===== src/knn_pkg.sv =====
// ----------------------------------------------------------------------------
// knn_pkg
// Widths, constants and the structures passed between the distance front
// end, the list cells and the top level of the k-nearest insert core.
// ----------------------------------------------------------------------------
package knn_pkg;

    localparam int ID_W    = 16;
    localparam int COORD_W = 16;
    localparam int TERM_W  = 2 * COORD_W;
    localparam int DIST_W  = 38;
    localparam int SLOT_W  = 3;

    localparam logic [DIST_W-1:0] DIST_MAX = {DIST_W{1'b1}};

    // Input item kinds.
    localparam logic KIND_COORD = 1'b0;
    localparam logic KIND_CLEAR = 1'b1;

    // Item leaving the accumulate stage.
    typedef struct packed {
        logic              valid;
        logic              clear;
        logic              last;
        logic [ID_W-1:0]   id;
        logic [DIST_W-1:0] distance;
    } dist_out_t;

    // Commands broadcast to every list cell.
    typedef struct packed {
        logic load;
        logic clear;
    } cell_ctrl_t;

    // What one cell hands to its right-hand neighbor.
    typedef struct packed {
        logic              hit;
        logic              valid;
        logic [ID_W-1:0]   id;
        logic [DIST_W-1:0] distance;
    } link_t;

endpackage


===== src/k_nearest_sorted_insert_core.sv =====
// ----------------------------------------------------------------------------
// k_nearest_sorted_insert_core
// The last coordinate's result reaches the port through the squaring, accumulate and output registers.
// Throughput: one item per cycle; input stalls only while a result waits unread.
// Reset (synchronous, active low) empties the list and zeroes the distance sum.
// ----------------------------------------------------------------------------
module k_nearest_sorted_insert_core import knn_pkg::*; #(
    parameter int LIST_SIZE = 8
) (
    input  logic                      aclk,
    input  logic                      aresetn,
    input  logic                      s_valid,
    output logic                      s_ready,
    input  logic                      s_kind,
    input  logic [ID_W-1:0]           s_candidate_id,
    input  logic signed [COORD_W-1:0] s_candidate_coord,
    input  logic signed [COORD_W-1:0] s_query_coord,
    input  logic                      s_last_coordinate,
    output logic                      m_valid,
    input  logic                      m_ready,
    output logic                      m_inserted,
    output logic [SLOT_W-1:0]         m_slot,
    output logic [DIST_W-1:0]         m_squared_distance
);

    dist_out_t         stage;
    cell_ctrl_t        ctrl;
    logic              advance;
    logic              emits;
    link_t             links [LIST_SIZE+1];
    logic [LIST_SIZE-1:0] ins;
    logic [SLOT_W-1:0] slot_codes [LIST_SIZE];
    logic [SLOT_W-1:0] slot_any;

    logic              out_valid_reg, out_valid_next;
    logic              out_ins_reg;
    logic [SLOT_W-1:0] out_slot_reg;
    logic [DIST_W-1:0] out_dist_reg;

    // The pipe only halts when a result must be written and the output
    // register still holds one that has not been taken.
    assign emits   = stage.valid && !stage.clear && stage.last;
    assign advance = !(emits && out_valid_reg && !m_ready);
    assign s_ready = advance;

    assign ctrl.load  = advance && emits;
    assign ctrl.clear = advance && stage.valid && stage.clear;

    knn_dist u_dist (
        .aclk      (aclk),
        .aresetn   (aresetn),
        .advance   (advance),
        .in_valid  (s_valid),
        .in_kind   (s_kind),
        .in_id     (s_candidate_id),
        .in_cand   (s_candidate_coord),
        .in_query  (s_query_coord),
        .in_last   (s_last_coordinate),
        .stage_out (stage)
    );

    assign links[0] = '0;

    for (genvar i = 0; i < LIST_SIZE; i++) begin : g_cell
        knn_cell #(.IDX(i)) u_cell (
            .aclk      (aclk),
            .aresetn   (aresetn),
            .ctrl      (ctrl),
            .new_id    (stage.id),
            .new_dist  (stage.distance),
            .prev      (links[i]),
            .link      (links[i+1]),
            .ins       (ins[i]),
            .slot_code (slot_codes[i])
        );
    end

    always_comb begin
        slot_any = '0;
        for (int i = 0; i < LIST_SIZE; i++) begin
            slot_any = slot_any | slot_codes[i];
        end
    end

    always_comb begin
        out_valid_next = out_valid_reg;
        if (ctrl.load) begin
            out_valid_next = 1'b1;
        end else if (m_ready) begin
            out_valid_next = 1'b0;
        end
    end

    always_ff @(posedge aclk) begin
        if (!aresetn) begin
            out_valid_reg <= 1'b0;
        end else begin
            out_valid_reg <= out_valid_next;
        end
    end

    always_ff @(posedge aclk) begin
        if (ctrl.load) begin
            out_ins_reg  <= |ins;
            out_slot_reg <= slot_any;
            out_dist_reg <= stage.distance;
        end
    end

    assign m_valid            = out_valid_reg;
    assign m_inserted         = out_ins_reg;
    assign m_slot             = out_slot_reg;
    assign m_squared_distance = out_dist_reg;

endmodule


===== src/knn_dist.sv =====
// ----------------------------------------------------------------------------
// knn_dist
// Squared-distance front end: one stage squares the coordinate difference,
// the next adds it into the saturating per-candidate accumulator.
// ----------------------------------------------------------------------------
module knn_dist import knn_pkg::*; (
    input  logic                      aclk,
    input  logic                      aresetn,
    input  logic                      advance,
    input  logic                      in_valid,
    input  logic                      in_kind,
    input  logic [ID_W-1:0]           in_id,
    input  logic signed [COORD_W-1:0] in_cand,
    input  logic signed [COORD_W-1:0] in_query,
    input  logic                      in_last,
    output dist_out_t                 stage_out
);

    logic signed [COORD_W:0] diff;
    logic signed [COORD_W:0] diff_neg;
    logic [COORD_W-1:0]      mag;
    logic [TERM_W-1:0]       term;

    logic                    s1_valid_reg, s1_valid_next;
    logic                    s1_kind_reg;
    logic                    s1_last_reg;
    logic [ID_W-1:0]         s1_id_reg;
    logic [TERM_W-1:0]       s1_term_reg;

    logic [DIST_W:0]         sum;
    logic [DIST_W-1:0]       sat;
    logic [DIST_W-1:0]       acc_reg, acc_next;
    logic                    s2_valid_reg, s2_valid_next;
    logic                    s2_clear_reg;
    logic                    s2_last_reg;
    logic [ID_W-1:0]         s2_id_reg;
    logic [DIST_W-1:0]       s2_dist_reg;

    // The difference of two 16-bit values needs 17 bits; its magnitude fits 16.
    assign diff     = {in_cand[COORD_W-1], in_cand} - {in_query[COORD_W-1], in_query};
    assign diff_neg = -diff;
    assign mag      = diff[COORD_W] ? diff_neg[COORD_W-1:0] : diff[COORD_W-1:0];
    assign term     = mag * mag;

    assign sum = {1'b0, acc_reg} + {{(DIST_W-TERM_W+1){1'b0}}, s1_term_reg};
    assign sat = sum[DIST_W] ? DIST_MAX : sum[DIST_W-1:0];

    always_comb begin
        s1_valid_next = advance ? in_valid : s1_valid_reg;
        s2_valid_next = advance ? s1_valid_reg : s2_valid_reg;
        acc_next      = acc_reg;
        if (advance && s1_valid_reg) begin
            if (s1_kind_reg == KIND_CLEAR || s1_last_reg) begin
                acc_next = '0;
            end else begin
                acc_next = sat;
            end
        end
    end

    always_ff @(posedge aclk) begin
        if (!aresetn) begin
            s1_valid_reg <= 1'b0;
            s2_valid_reg <= 1'b0;
            acc_reg      <= '0;
        end else begin
            s1_valid_reg <= s1_valid_next;
            s2_valid_reg <= s2_valid_next;
            acc_reg      <= acc_next;
        end
    end

    always_ff @(posedge aclk) begin
        if (advance) begin
            s1_kind_reg  <= in_kind;
            s1_last_reg  <= in_last;
            s1_id_reg    <= in_id;
            s1_term_reg  <= term;
            s2_clear_reg <= (s1_kind_reg == KIND_CLEAR);
            s2_last_reg  <= s1_last_reg;
            s2_id_reg    <= s1_id_reg;
            s2_dist_reg  <= sat;
        end
    end

    assign stage_out.valid    = s2_valid_reg;
    assign stage_out.clear    = s2_clear_reg;
    assign stage_out.last     = s2_last_reg;
    assign stage_out.id       = s2_id_reg;
    assign stage_out.distance = s2_dist_reg;

endmodule


===== src/knn_cell.sv =====
// ----------------------------------------------------------------------------
// knn_cell
// One slot of the sorted neighbor list. It compares the new distance with
// its own entry and either keeps it, takes the new candidate, or takes the
// entry of its left neighbor when the insert point lies further left; a clear empties it.
// ----------------------------------------------------------------------------
module knn_cell import knn_pkg::*; #(
    parameter int IDX = 0
) (
    input  logic              aclk,
    input  logic              aresetn,
    input  cell_ctrl_t        ctrl,
    input  logic [ID_W-1:0]   new_id,
    input  logic [DIST_W-1:0] new_dist,
    input  link_t             prev,
    output link_t             link,
    output logic              ins,
    output logic [SLOT_W-1:0] slot_code
);

    localparam logic [SLOT_W-1:0] SLOT_VAL = SLOT_W'(IDX);

    logic              valid_reg, valid_next;
    logic [ID_W-1:0]   id_reg, id_next;
    logic [DIST_W-1:0] dist_reg, dist_next;
    logic              hit;

    // Empty slots count as infinitely far; the list stays sorted, so hits
    // form a contiguous run to the right end of the row.
    assign hit       = !valid_reg || (new_dist <= dist_reg);
    assign ins       = hit && !prev.hit;
    assign slot_code = ins ? SLOT_VAL : '0;

    always_comb begin
        valid_next = valid_reg;
        id_next    = id_reg;
        dist_next  = dist_reg;
        if (ctrl.clear) begin
            valid_next = 1'b0;
        end else if (ctrl.load) begin
            if (prev.hit) begin
                valid_next = prev.valid;
                id_next    = prev.id;
                dist_next  = prev.distance;
            end else if (hit) begin
                valid_next = 1'b1;
                id_next    = new_id;
                dist_next  = new_dist;
            end
        end
    end

    always_ff @(posedge aclk) begin
        if (!aresetn) begin
            valid_reg <= 1'b0;
        end else begin
            valid_reg <= valid_next;
        end
    end

    always_ff @(posedge aclk) begin
        id_reg   <= id_next;
        dist_reg <= dist_next;
    end

    assign link.hit      = hit;
    assign link.valid    = valid_reg;
    assign link.id       = id_reg;
    assign link.distance = dist_reg;

endmodule


===== config.mk =====
export PLATFORM = sky130hd
export DESIGN_NAME = k_nearest_sorted_insert_core
export DESIGN_NICKNAME = d
export VERILOG_FILES = /design/src/knn_pkg.sv /design/src/k_nearest_sorted_insert_core.sv /design/src/knn_dist.sv /design/src/knn_cell.sv
export SDC_FILE = /design/constraint.sdc
export NUM_CORES = 2
export LEC_CHECK = 0
export BUFFER_PORTS_ARGS = -buffer_cell sky130_fd_sc_hd__buf_2
export CORE_ASPECT_RATIO = 0.8
export CORE_MARGIN = 1.5
export CORE_UTILIZATION = 60
export DETAILED_ROUTE_END_ITERATION = 10
export PLACE_DENSITY = 0.83
export REMOVE_ABC_BUFFERS = 1
export SLEW_MARGIN = 20
export SYNTH_ARGS = -nofsm -noshare
export SYNTH_HDL_FRONTEND = slang
export SYNTH_SLANG_ARGS = --single-unit

===== constraint.sdc =====
create_clock -name aclk -period 24.9 [get_ports aclk]
set_clock_uncertainty 0.15 [all_clocks]
set_input_delay 0 -clock aclk [delete_from_list [all_inputs] [get_ports aclk]]
set_output_delay 0 -clock aclk [all_outputs]
set_load 0.02 [all_outputs]

Yosys cells after proc, flatten, opt, wreduce, memory -nomap -nowiden:

Cells that the tools add are included.

* output and inout bits: 44
* input port bits: 54
* word-level logic and storage cells: 157
* register bits: 469

* multiplexer cells: 40
* order comparisons: 8
* $add $sub $neg: 3
* $mul: 1
* reduce and logical (&&, ||, !) cells: 68
* bitwise logic cells: 8

Operators by type and width (count)
* two-way mux 38 bit: 16
* less-or-equal comparator 38 bit: 8
* adder 38 x 32 -> 39 bit: 1
* multiplier 16 x 16 -> 32 bit: 1
* AND reduction 3 bit: 8
* logical NOT 1 bit: 18
* OR 3 bit: 6
* two-way mux 1 bit: 17
* subtractor 16 x 16 -> 17 bit: 1
* two-way mux 16 bit: 1
* negation 16 bit: 1
* AND reduction 2 bit: 8
* nonzero test 2 bit: 8
* logical AND 1 bit: 15
* two-way mux 3 bit: 4
* logical OR 1 bit: 9
* OR reduction 8 bit: 1
* two-way mux 2 bit: 2
* inverter 1 bit: 2
* OR reduction 2 bit: 1

Longest topological paths before layout:

* word-level depth: 11
* gate-level depth with buffers: 38
* mapped depth without buffers: 37

Hierarchy:

Synthesis repeated with hierarchy kept, for this count alone.

* cell total of the unflattened synthesis: 3695
* area, all modules: 43240.2 µm²

By module, submodules not included
* knn_cell (g_cell[0].u_cell ...): area an instance 3377.0 µm², cells each 266, sequential area each 1641.6 µm², instances 7
* knn_dist: area an instance 14816.7 µm², cells each 1506, sequential area each 3953.8 µm², instances 1
* knn_cell (g_cell[7].u_cell): area an instance 3373.2 µm², cells each 265, sequential area each 1641.6 µm², instances 1
* k_nearest_sorted_insert_core: area an instance 1411.4 µm², cells each 62, sequential area each 1281.2 µm², instances 1

Least setup slack after synthesis:

No wires, ideal clock.

* path type: input-to-reg
* from: input port s_candidate_coord[0]
* to: register u_dist.s1_term_reg[31] (data pin)
* stages: 34
* slack: 16.509 ns
* arrival: 7.978 ns
* required time: 24.487 ns
* cells stage by stage: inv_1 -> ha_1 -> fa_1 -> nand2b_1 -> a211o_1 -> a21o_1 -> a211oi_2 -> nand3_1 -> nor4_2 -> a21o_2 -> xor2_4 -> inv_2 -> buf_2 -> nand2_1 -> inv_1 -> fa_1 -> fa_1 -> fa_1 -> fa_1 -> fa_1 -> inv_1 -> fa_1 -> inv_1 -> ha_1 -> a21oi_1 -> o21ai_0 -> a221oi_1 -> o21ai_0 -> a31oi_1 -> nand2b_1 -> a21oi_1 -> o41ai_1 -> xnor2_1 -> xnor2_1

* cells in the longest elaborated chain, start to end: 4

Ends and longest elaborated chain
* start: declaration: RTL line k_nearest_sorted_insert_core.sv:16 `input logic signed [COORD_W-1:0] s_candidate_coord,`
* subtractor 16 x 16 -> 17 bit *: RTL line knn_dist.sv:40 `assign diff = {in_cand[COORD_W-1], in_cand} - {in_query[COORD_W-1], in_query};`
* negation 16 bit: RTL line knn_dist.sv:41 `assign diff_neg = -diff;`
* two-way mux 16 bit *: RTL line knn_dist.sv:42 `assign mag = diff[COORD_W] ? diff_neg[COORD_W-1:0] : diff[COORD_W-1:0];`
* multiplier 16 x 16 -> 32 bit *: RTL line knn_dist.sv:43 `assign term = mag * mag;`
* via u_dist.term[31]: RTL line knn_dist.sv:22 `logic [TERM_W-1:0] term;`
* end signal: assignment: RTL line knn_dist.sv:78 `s1_term_reg <= term;`
* end: declaration: RTL line knn_dist.sv:28 `logic [TERM_W-1:0] s1_term_reg;`

The timed path passes the listed nets; every way through them passes the cells marked *.
A chain may end at the register's enable or synchronous reset.

Worst setup path after layout:

Ends and elaborated chain as after synthesis.

==> impl_metrics.yaml <==
clock_tree:
  clock_tree.root_cell: "clkbuf_16"
  worst_setup_hold_path_clk_slew_ns: 0.06
  ctsHtreeMaxLevel: 2
  cts_resized: 0
  clk-insertion-delay-late_ns: 0.59
  tritoncts: "built"
  cts_max_path_buffers: 3
  holdBufCountCts: 8
  count_of_buffers_added_by_post_cts_timing_repair_for_setup: 0
  cts_buffers: 48
  cts_sinks: 468
logic_synthesis:
  synth_edf_count: 419
  synthFlopType: "edfxtp_1"
  yosysWarningCount: 0
  syn_inst: 3456
  avgSynthCellArea_um2: 10.2
  post-synth-top-area-cell: "edfxtp_1"
  postSynthRegisterBits: 468
  synthesis.area_mm2: 0.0351
  post-synth-top-count-cell: "inv_1"
  synth.distinct_cells: 86
  yosys-top-cells-area: "edfxtp_1 (36%), ha_1 (16%), fa_1 (9.4%), inv_1 (6.2%), o21ai_0 (4.0%)"
  commonest_cells_in_the_netlist: "inv_1 (581), ha_1 (451), edfxtp_1 (419)"
  synth.yosys.seq_area_share_pct: 38.6
  synth.top_cell.area_share_pct: 35.8
  ys_async_sr_fraction_pct: 0
floorplan:
  floorplan.die.height_um: 219
  start_util_pct: 60.5
  floorplan_die_area_mm2: 0.0600
  placementRows: 79
  ios: 98
  floorplan.die.width_um: 273
  design.core.area_mm2: 0.0580
grt:
  grt_start_max_net_pins: 81
  antenna_violations_before_repair: 0
  grt_overflow_total: 0
  groute.usage.overall_pct: 23.5
  first_global_vias: 25000
  grt_first_pass_wirelength_mm: 116
layout:
  nets: 4225
  area_growth_pct: 8.89
  insertedDiodeCount: 0
  post_route_cells_drive_above_1_share_pct: 9.13
  max_reg_flops: 304
worst_setup_path:
  critPathKind: "input port to register"
  regToRegSetupSlack_ns: 19.67
  cp.required_ns: 25.06
  worstPathMaxFanout: 12
  critical_path.endpoint_type: "register"
  critPathLaunchType: "input port"
  worst-endpoint-arrival_ns: 9.45
  rr_startpoint: "u_dist.s2_dist_reg[23]"
  critical_path.slowest_cell: "xnor2_1"
  worstReg2RegEnd: "g_cell[7].u_cell.dist_reg[12]"
  reg2regPathDepth: 11
  cp_common_cell: "fa_1"
  critical-path-max-stage-delay_ns: 0.74
place:
  port_buffer_count: 81
  gp_congestion: 0.894
  dp.final_hpwl_mm: 53.2
timing:
  slew_violations: 0
  setup-tns-final_ns: 0
  final_hold_violating_endpoints: 0
  timing_worst_slew_pin_value_ns: 1.25
  finalWorstPathRequiredPeriod_ns: 9.29
  max_freq_mhz: 108
  max-slew-margin-rel_pct: 14.3
  period_share_pct: 37.3
  rsz0062_at_grt: "no"
  finalSetupViolations: 0
min_path:
  hp-start: "aresetn"
  min-delay-path-class: "input port to register"
  hold_depth: 3
  hold_path_end: "u_dist.s2_valid_reg"
drt:
  route.detailed.wl_per_inst_um: 15.9
  routed_wirelength_mm: 69.3
  drcViolationCount: 0
  vias: 24600
  drt_first_iter_violations: 1758
  via_per_inst: 5.64
  antenna_violating_nets_post_route: 0
  detail_route.first_pass.iterations: 7
flow_run:
  maxCapViolCount: 0
status:
  outcome: "finished clean"
-- critical path: cells and delay by family --
| family | cells | cell delay [ns] |
|---|---|---|
| adders and majority gates | 9 | 4.19 |
| AOI/OAI and AO/OA | 12 | 2.95 |
| xor gates and xnor gates | 3 | 1.01 |
| and+or+nand+nor | 3 | 0.56 |
| buffers and inverters | 6 | 0.71 |
-- layout by cell type (no fill, tap or decap), drive strengths merged, types with 63 or more instances in the layout --
cell type	Yosys	routed
mux2	79	79
nor2	162	162
o21ai	287	287
buf	13	125
nand4	63	63
inv	589	595
ha	451	451
fa	165	165
nand2	338	338
edfxtp	419	419
a21oi	146	146
a21o	138	138
-- area by class of cell --
type	instances	area [um^2]
inverter	589	2210
tap	769	962
clock buffer	60	1310
sequential	468	13600
timing repair buffer	133	896
multi-input combinational	2315	19100
fill	4235	19800
clock inverter	28	176
-- routing by layer --
metal	part of all wire, %	wire length [um]	vias to the layer above	GRT usage, %
met4	3.2	2240	0	8.90
met2	51	35400	625	43.5
met3	4.4	3070	139	2.63
met1	41	28600	11600	27.9
met5	0	0	-	0
li1	-	-	12200	-
-- stage by stage --
stage	util (%)	instance area [um^2]	worst slack, ns	hold WS, ns	cells
finish	65.9	38200	15.61	0.132	4362
global placement	63.0	36500	15.25	0.0323	4262
floorplan	-	34800	15.40	-0.0511	3372
global route	65.9	38200	15.04	0.127	4362
CTS	65.7	38100	15.64	0.0954	4358
detailed placement	63.0	36500	15.04	0.0291	4262
-- cell families after synthesis --
family / after synthesis / synth area share (%)
xor+xnor: 83 / 2.21
compound gates: 762 / 13.6
flops: 468 / 38.6
buf+inv: 673 / 7.26
mux: 86 / 2.73
simple gates: 768 / 10.1
fa+ha+maj: 616 / 25.5
-- worst max-delay path by stage --
stage / startpoint / end / cells past startpoint
final: s_candidate_coord[0] / u_dist.s1_term_reg[31] / 33
after global routing: s_candidate_coord[0] / u_dist.s1_term_reg[30] / 33
after CTS: s_candidate_coord[0] / u_dist.s1_term_reg[30] / 33
after detailed placement: s_candidate_coord[0] / u_dist.s1_term_reg[30] / 33
after global placement: s_candidate_coord[0] / u_dist.s1_term_reg[31] / 33
after floorplan: u_dist.s2_dist_reg[7] / g_cell[3].u_cell.dist_reg[0] / 10
Power is not shown: default switching activity piles up to over one toggle a cycle in this logic, so the estimate is an artifact.
